===== config.mk =====
export PLATFORM = sky130hd
export DESIGN_NAME = compass_heading_atan2_unit
export DESIGN_NICKNAME = d
export VERILOG_FILES = /design/src/rtl/chd_pkg.sv /design/src/rtl/compass_heading_atan2_unit.sv
export SDC_FILE = /design/constraint.sdc
export NUM_CORES = 2
export LEC_CHECK = 0
export ABC_CLOCK_PERIOD_IN_PS = 36800
export BUFFER_PORTS_ARGS = -buffer_cell sky130_fd_sc_hd__buf_2
export CAP_MARGIN = 20
export CORE_ASPECT_RATIO = 2
export CORE_MARGIN = 5
export CORE_UTILIZATION = 50
export CTS_CLUSTER_DIAMETER = 30
export DETAILED_ROUTE_END_ITERATION = 16
export HOLD_SLACK_MARGIN = 0.15
export PLACE_DENSITY_LB_ADDON = 0.3
export SYNTH_ARGS = -nofsm -noshare
export SYNTH_HDL_FRONTEND = slang
export SYNTH_SLANG_ARGS = --single-unit

===== constraint.sdc =====
create_clock -name clk_i -period 36.8 [get_ports clk_i]
set_input_delay 7.36 -clock clk_i [delete_from_list [all_inputs] [get_ports clk_i]]
set_output_delay 7.36 -clock clk_i [all_outputs]
set_load 0.02 [all_outputs]

===== src/rtl/chd_pkg.sv =====
package chd_pkg;

  localparam int unsigned SAMPLE_BITS_DEF  = 16;
  localparam int unsigned CORDIC_STEPS_DEF = 16;
  localparam int unsigned TABLE_LEN        = 24;

  localparam int unsigned CFG_IDX_W = 2;
  localparam logic [CFG_IDX_W-1:0] REG_OFFSET_X = 2'd0;
  localparam logic [CFG_IDX_W-1:0] REG_OFFSET_Y = 2'd1;

  localparam int unsigned Z_W = 26;
  localparam int unsigned H_W = 16;

  localparam logic signed [Z_W-1:0] ANGLE_180   = 26'sd11796480;
  localparam logic signed [Z_W-1:0] ROUND_HALF  = 26'sd256;
  localparam logic signed [H_W:0]   HEADING_MAX = 17'sd23040;

  typedef logic signed [Z_W-1:0] angle_t;

  // atan(2^-i) in degrees, 16 fraction bits
  function automatic angle_t atan_q16(input int unsigned idx);
    case (idx)
      0:       return 26'sd2949120;
      1:       return 26'sd1740967;
      2:       return 26'sd919879;
      3:       return 26'sd466945;
      4:       return 26'sd234379;
      5:       return 26'sd117304;
      6:       return 26'sd58666;
      7:       return 26'sd29335;
      8:       return 26'sd14668;
      9:       return 26'sd7334;
      10:      return 26'sd3667;
      11:      return 26'sd1833;
      12:      return 26'sd917;
      13:      return 26'sd458;
      14:      return 26'sd229;
      15:      return 26'sd115;
      16:      return 26'sd57;
      17:      return 26'sd29;
      18:      return 26'sd14;
      19:      return 26'sd7;
      20:      return 26'sd4;
      21:      return 26'sd2;
      22:      return 26'sd1;
      default: return 26'sd0;
    endcase
  endfunction

endpackage


===== src/rtl/compass_heading_atan2_unit.sv =====
// Planar compass heading: subtracts the hard-iron offsets from each
// two-axis sample and returns atan2(y, x) in degrees with 7 fraction bits
// (-23040..23040 means -180..+180), plus a flag for a zero corrected vector,
// which reads as heading 0. One sample is taken every cycle while the
// output is not stalled. The pipeline holds one stage for the offset
// subtract, one for prescale and half-plane fold, one per CORDIC iteration
// (a single adder stage each, CORDIC_STEPS capped at 24), and one for
// rounding and clamping. A stalled output freezes the whole pipeline.
// Offsets may be rewritten only while no sample is in flight.
module compass_heading_atan2_unit #(
  parameter int unsigned SAMPLE_BITS  = chd_pkg::SAMPLE_BITS_DEF,
  parameter int unsigned CORDIC_STEPS = chd_pkg::CORDIC_STEPS_DEF
) (
  input  logic                             clk_i,
  input  logic                             rst_ni,
  input  logic                             cfg_we_i,
  input  logic [chd_pkg::CFG_IDX_W-1:0]    cfg_idx_i,
  input  logic [SAMPLE_BITS-1:0]           cfg_wdata_i,
  input  logic                             in_valid_i,
  output logic                             in_ready_o,
  input  logic signed [SAMPLE_BITS-1:0]    mag_x_i,
  input  logic signed [SAMPLE_BITS-1:0]    mag_y_i,
  output logic                             out_valid_o,
  input  logic                             out_ready_i,
  output logic signed [chd_pkg::H_W-1:0]   heading_o,
  output logic                             zero_vector_o
);
  import chd_pkg::*;

  localparam int unsigned NSTEP = (CORDIC_STEPS > TABLE_LEN) ? TABLE_LEN : CORDIC_STEPS;
  localparam int unsigned D_W   = SAMPLE_BITS + 1;
  localparam int unsigned W     = SAMPLE_BITS + 12;

  logic                        en;
  logic signed [SAMPLE_BITS-1:0] off_x_q, off_y_q;

  logic                        v_sub_q;
  logic signed [D_W-1:0]       dx_q, dy_q;
  logic signed [D_W-1:0]       dx_d, dy_d;

  logic                        v_q  [0:NSTEP];
  logic                        zv_q [0:NSTEP];
  logic signed [W-1:0]         x_q  [0:NSTEP];
  logic signed [W-1:0]         y_q  [0:NSTEP];
  angle_t                      z_q  [0:NSTEP];
  logic signed [W-1:0]         x_d  [0:NSTEP];
  logic signed [W-1:0]         y_d  [0:NSTEP];
  angle_t                      z_d  [0:NSTEP];

  logic signed [W-1:0]         xp, yp;
  angle_t                      z_round;
  logic signed [H_W:0]         h_raw;
  logic signed [H_W-1:0]       heading_d;
  logic                        out_valid_q, zero_q;
  logic signed [H_W-1:0]       heading_q;

  assign en         = out_ready_i || !out_valid_q;
  assign in_ready_o = en;

  always_ff @(posedge clk_i or negedge rst_ni) begin
    if (!rst_ni) begin
      off_x_q <= '0;
      off_y_q <= '0;
    end else if (cfg_we_i) begin
      case (cfg_idx_i)
        REG_OFFSET_X: off_x_q <= cfg_wdata_i;
        REG_OFFSET_Y: off_y_q <= cfg_wdata_i;
        default: ;
      endcase
    end
  end

  assign dx_d = $signed({mag_x_i[SAMPLE_BITS-1], mag_x_i})
              - $signed({off_x_q[SAMPLE_BITS-1], off_x_q});
  assign dy_d = $signed({mag_y_i[SAMPLE_BITS-1], mag_y_i})
              - $signed({off_y_q[SAMPLE_BITS-1], off_y_q});

  // prescale by 256 and fold the left half plane, then advance each iteration
  always_comb begin
    xp = {{(W-D_W-8){dx_q[D_W-1]}}, dx_q, 8'b0};
    yp = {{(W-D_W-8){dy_q[D_W-1]}}, dy_q, 8'b0};
    if (dx_q < 0) begin
      x_d[0] = -xp;
      y_d[0] = -yp;
      z_d[0] = (dy_q >= 0) ? ANGLE_180 : -ANGLE_180;
    end else begin
      x_d[0] = xp;
      y_d[0] = yp;
      z_d[0] = '0;
    end
    for (int unsigned i = 0; i < NSTEP; i++) begin
      if (y_q[i] > 0) begin
        x_d[i+1] = x_q[i] + (y_q[i] >>> i);
        y_d[i+1] = y_q[i] - (x_q[i] >>> i);
        z_d[i+1] = z_q[i] + atan_q16(i);
      end else begin
        x_d[i+1] = x_q[i] - (y_q[i] >>> i);
        y_d[i+1] = y_q[i] + (x_q[i] >>> i);
        z_d[i+1] = z_q[i] - atan_q16(i);
      end
    end
  end

  always_comb begin
    z_round = z_q[NSTEP] + ROUND_HALF;
    h_raw   = z_round[Z_W-1:9];
    if (zv_q[NSTEP]) begin
      heading_d = '0;
    end else if (h_raw > HEADING_MAX) begin
      heading_d = HEADING_MAX[H_W-1:0];
    end else if (h_raw < -HEADING_MAX) begin
      heading_d = 16'(-HEADING_MAX);
    end else begin
      heading_d = h_raw[H_W-1:0];
    end
  end

  always_ff @(posedge clk_i or negedge rst_ni) begin
    if (!rst_ni) begin
      v_sub_q     <= 1'b0;
      out_valid_q <= 1'b0;
      for (int unsigned i = 0; i <= NSTEP; i++) begin
        v_q[i] <= 1'b0;
      end
    end else if (en) begin
      v_sub_q <= in_valid_i;
      v_q[0]  <= v_sub_q;
      for (int unsigned i = 1; i <= NSTEP; i++) begin
        v_q[i] <= v_q[i-1];
      end
      out_valid_q <= v_q[NSTEP];
    end
  end

  always_ff @(posedge clk_i) begin
    if (en) begin
      dx_q    <= dx_d;
      dy_q    <= dy_d;
      zv_q[0] <= (dx_q == 0) && (dy_q == 0);
      for (int unsigned i = 0; i <= NSTEP; i++) begin
        x_q[i] <= x_d[i];
        y_q[i] <= y_d[i];
        z_q[i] <= z_d[i];
      end
      for (int unsigned i = 1; i <= NSTEP; i++) begin
        zv_q[i] <= zv_q[i-1];
      end
      heading_q <= heading_d;
      zero_q    <= zv_q[NSTEP];
    end
  end

  assign out_valid_o   = out_valid_q;
  assign heading_o     = heading_q;
  assign zero_vector_o = zero_q;

  a_zero_heading : assert property (@(posedge clk_i) disable iff (!rst_ni)
    (out_valid_o && zero_vector_o) |-> (heading_o == '0))
    else $error("zero vector with nonzero heading");

  a_heading_range : assert property (@(posedge clk_i) disable iff (!rst_ni)
    out_valid_o |-> ((heading_o <= 16'sd23040) && (heading_o >= -16'sd23040)))
    else $error("heading out of range");

  a_stall_blocks : assert property (@(posedge clk_i) disable iff (!rst_ni)
    (out_valid_o && !out_ready_i) |-> !in_ready_o)
    else $error("input taken while output stalled");

endmodule


Word level (Yosys, flattened, before mapping) --
Memory sizes are Yosys's and may differ from the RTL's. Index checks and enable logic that the tools add are counted. Widths: inputs -> output; s select.
Cells by class: $add $sub $neg 100, order comparisons 20, eq/ne operators 1, muxes and demuxes 88, reduce and logical (&&, ||, !) cells 10
Operator list (count):
- $mux 26 | 50
- $mux 28 | 34
- $gt 28x1->1 const B | 16
- $add 26x26->26 | 16
- $sub 26x26->26 | 16
- $logic_not 32->1 | 2
- $add 28x13->28 | 2
- $add 28x14->28 | 2
- $add 28x15->28 | 2
- $add 28x16->28 | 2
- $add 28x17->28 | 2
- $add 28x18->28 | 2
- $add 28x19->28 | 2
- $add 28x20->28 | 2
- $add 28x21->28 | 2
- $add 28x22->28 | 2
- $add 28x23->28 | 2
- $add 28x24->28 | 2
- $add 28x25->28 | 2
- $add 28x26->28 | 2
- $add 28x27->28 | 2
- $neg 25->28 | 2
- $sub 28x13->28 | 2
- $sub 28x14->28 | 2
- other kinds (32) | 49
Storage, ports and cells: register bits after elaboration 102, RAM bits 1411, bits of input ports 55, output and inout bits 19, memories 4
Memory list:
- x_q | depth 17, width 28, rd ports 16, clocked after Yosys merged registers in 0, write ports 17, line compass_heading_atan2_unit.sv:43 | logic signed [W-1:0] x_q [0:NSTEP];
- y_q | depth 17, width 28, rd ports 16, clocked after Yosys merged registers in 0, write ports 17, line compass_heading_atan2_unit.sv:44 | logic signed [W-1:0] y_q [0:NSTEP];
- z_q | depth 17, width 26, rd ports 17, clocked after Yosys merged registers in 0, write ports 17, line compass_heading_atan2_unit.sv:45 | angle_t z_q [0:NSTEP];
- zv_q | depth 17, width 1, rd ports 17, clocked after Yosys merged registers in 0, write ports 17, line compass_heading_atan2_unit.sv:42 | logic zv_q [0:NSTEP];

Logic depth before layout (Yosys ltp) --
An unclocked memory read counts as a cell.
depth after elaboration 5, gate-level depth with buffers 24

Least setup slack after synthesis --
OpenSTA, ideal clock, no wires.
path kind in2out, start point input out_ready_i, end point output in_ready_o, data arrival time 31.197 ns, required time 29.440 ns, path slack -1.757 ns, stages 3, path buffers 1, cells stage by stage nor2b_1 -> clkbuf_1 -> inv_1
On the way: word-level cells in the longest chain between the ends 1
Ends and longest elaborated chain:
- start: declaration | line compass_heading_atan2_unit.sv:24 | input logic out_ready_i,
- $logic_or 1x1->1 | line compass_heading_atan2_unit.sv:57 | assign en = out_ready_i || !out_valid_q;
- end: declaration | line compass_heading_atan2_unit.sv:20 | output logic in_ready_o,
Every way passes these cells.

Worst setup path after layout --
Same ends and word-level chain as after synthesis.

==> impl_metrics.csv <==
group,metric,value,unit
outcome,outcome,"completed",
run,drv_cap,0,
routing,viasPerCell,6.07,
sta,hold_viol_final,0,
cts,cts.repair.resized,0,
logic_synthesis,syn_area_per_cell,9.87,um2
grt,grt_max_degree,183,
sta,relSlewSlack,10.6,%
setup_path,crit_end,"in_ready_o",
routing,drc_errors,0,
logic_synthesis,synth_edf_count,1224,
setup_path,path_delay_family,"buffers and inverters",
sta,max_freq,61.8,MHz
placed_design,dp_hpwl,263000,um
worst_hold_path,hold_path_class,"flip-flop to flip-flop",
placed_design,io_buffer_count,73,
cts,cts_root_buf,"clkbuf_16",
setup_path,path_cells,"buf_2, nor2b_2, buf_4, clkinvlp_4, buf_2",
die,coreArea,0.200,mm2
setup_path,worstPathRequired,29.44,ns
die,dieArea,0.211,mm2
cells_and_area,syn_to_final_growth,11.3,%
routing,drt_iter0_drc,3803,
sta,rsz0062_at_grt,"false",
setup_path,critPathBufInv,4,
routing,antenna_left,0,
die,chipHeight,644,um
die,ioPinCount,74,
cts,h-tree-depth,4,
cts,post-cts-setup-buffer-count,0,
routing,routedWlPerCell,24.5,um
die,die_x,327,um
sta,clock-skew-final,0.0387,ns
sta,slew_violations,0,
setup_path,crit_fanout,20,
setup_path,r2r-end,"x_q[0][333]",
cts,clkTransAtPathRegs,0.06,ns
logic_synthesis,synth_seq_cells,1275,
logic_synthesis,synthCells,10179,
logic_synthesis,yosysUniqueCellTypes,97,
logic_synthesis,postSynth.asyncResetShare,4.00,%
sta,fin_crit_sh,44.0,%
cts,cts_hold_buf,0,
sta,finalSetupViolations,0,
cts,clk_latency,0.87,ns
routing,vias,80058,
grt,grt_first_pass_wirelength,476000,um
logic_synthesis,ys.flop_type,"edfxtp_1",
setup_path,reg2reg_depth,22,
setup_path,critPathSlowestCell,"clkinvlp_4",
die,rows,232,
sta,fin_crit,16.18,ns
setup_path,timing.rr.start,"y_q[0][297]",
setup_path,crit_top_cell,"buf_2",
routing,routed_wl,324000,um
sta,totalNegativeSetupSlack,0,ns
die,initial_core_util,50.3,%
setup_path,crit_type,"input pin to primary output",
logic_synthesis,syn_area,0.100,mm2
cells_and_area,nets,11676,
grt,grt_use_total,29.8,%
grt,antenna_found_initial,8,
setup_path,slowest_delay,0.55,ns
sta,worst_pin_slew,1.33,ns
cts,clock-sinks,1275,
cells_and_area,drive_gt1_share,6.83,%
placed_design,routabilityCongestion,1.02,
cts,cts_inserted_buffers,218,
cts,cts_max_path_buffers,4,
logic_synthesis,ys_seq_area_share,37.9,%
logic_synthesis,yosysWarnings,0,
setup_path,startpoint_type,"input pin",
setup_path,end_kind,"primary output",
setup_path,r2r_setup_slack,28.00,ns
setup_path,cp.depth,5,
grt,grt_pass1_vias,84317,
setup_path,arrival,8.82,ns
cts,cts_tree,"built",
grt,grt_overflow,0,
routing,drt-pass1-iter-count,10,
setup_path,critPathLaunch,"out_ready_i",
[logic make-up after synthesis]
family	share of synthesized area, %
other	0.00373
AO/OA/AOI/OAI	18.5
buffers and inverters	2.32
flip-flops	37.9
adder cells (fa/ha/maj)	15.1
XOR/XNOR	12.8
AND/OR/NAND/NOR	12.8
multiplexers	0.725
[cells in the mapped netlist, types with 41 or more instances]
master	count	area share (%)
a211oi_1	77	0.58
a21boi_0	41	0.31
a21o_1	377	2.8
a21oi_1	890	4.4
a31oi_1	93	0.58
and2_1	48	0.30
and3_1	77	0.48
clkbuf_1	115	0.43
dfrtp_1	51	1.3
edfxtp_1	1224	37
ha_1	1150	14
inv_1	477	1.8
mux2_2	46	0.52
nand2_1	596	2.2
nand2b_1	154	0.96
nand3_1	143	0.71
nand4_1	87	0.54
nor2_1	814	3.0
nor2b_1	150	0.93
nor3_1	234	1.2
nor4_1	84	0.52
o21a_1	148	1.1
o21ai_0	603	3.0
o21bai_1	163	1.2
o31ai_1	144	1.1
o41ai_1	74	0.65
or2_2	45	0.28
or3_1	78	0.49
or4_1	54	0.40
xnor2_1	980	8.5
xor2_1	483	4.2
[worst min path at each step]
stage / from / end / cells after the start
finish: zv_q[0][5] / zv_q[0][6] / 0
global route: zv_q[0][7] / zv_q[0][8] / 0
CTS: zv_q[0][12] / zv_q[0][13] / 0
detailed placement: zv_q[0][12] / zv_q[0][13] / 0
global placement: zv_q[0][10] / zv_q[0][11] / 0
floorplan: z_q[0][131] / z_q[0][157] / 0
[registers in the layout (all words and copies together) (netlist names)]
| name | cells |
|---|---|
| dx_q | 17 |
| heading_o | 16 |
| zv_q | 17 |
| z_q | 366 |
| out_valid_o | 1 |
| y_q | 418 |
| dy_q | 17 |
| v_q | 17 |
| zero_vector_o | 1 |
| off_y_q | 16 |
| x_q | 372 |
| v_sub_q | 1 |
| off_x_q | 16 |
[worst register-to-register path, delay by kind of cell, from the launching register on]
kind | cells | cell delay [ns]
AO/OA/AOI/OAI | 8 | 2.75
XOR/XNOR | 2 | 0.30
adder cells (fa/ha/maj) | 1 | 0.36
buffers and inverters | 3 | 1.33
flip-flops | 1 | 0.49
AND/OR/NAND/NOR | 8 | 3.31
[cell type report]
| class | instances | area [um2] |
|---|---|---|
| Antenna cell | 5 | 12.5 |
| Clock buffer | 234 | 5600 |
| Clock inverter | 160 | 1790 |
| Fill cell | 17278 | 87900 |
| Inverter | 484 | 1820 |
| Multi-Input combinational cell | 8289 | 60300 |
| Sequential cell | 1275 | 38000 |
| Tap cell | 2574 | 3220 |
| Timing Repair Buffer | 166 | 1110 |
[per-layer routing]
metal  wire length (um)  vias up  GRT usage [%]
met1              79700    37980           18.7
met3               9710     1540           3.92
li1                   -    38293              -
met5                 13        -              0
met2             184000     2243           61.7
met4              50100        2           36.7
[stage by stage]
stage               hold WS, ns  cells  worst slack [ns]  area [um2]  utilization, %
finish                    0.414  13187             20.62      112000            56.0
detailed placement        0.405  12784             20.63      104000            52.3
CTS                       0.417  13178             20.63      112000            56.0
floorplan                 0.400  10181              8.18      100000               -
global route              0.419  13183             20.57      112000            56.0
global placement          0.401  12780             20.64      104000            52.3
[cell usage in the layout (no fill, tap or decap), types with 144 or more instances in the layout]
| cell | netlist | layout |
|---|---|---|
| nand2b_1 | 154 | 154 |
| a21o_1 | 377 | 377 |
| a21oi_1 | 890 | 889 |
| clkbuf_16 | 0 | 221 |
| nand2_1 | 596 | 596 |
| o31ai_1 | 144 | 144 |
| o21ai_0 | 603 | 603 |
| xnor2_1 | 980 | 979 |
| ha_1 | 1150 | 1150 |
| o21a_1 | 148 | 148 |
| nor2b_1 | 150 | 144 |
| edfxtp_1 | 1224 | 1224 |
| xor2_1 | 483 | 483 |
| nor3_1 | 234 | 234 |
| o21bai_1 | 163 | 162 |
| inv_1 | 477 | 475 |
| nor2_1 | 814 | 810 |
Power is not shown: default switching activity piles up to over one toggle a cycle in this logic, so the estimate is an artifact.
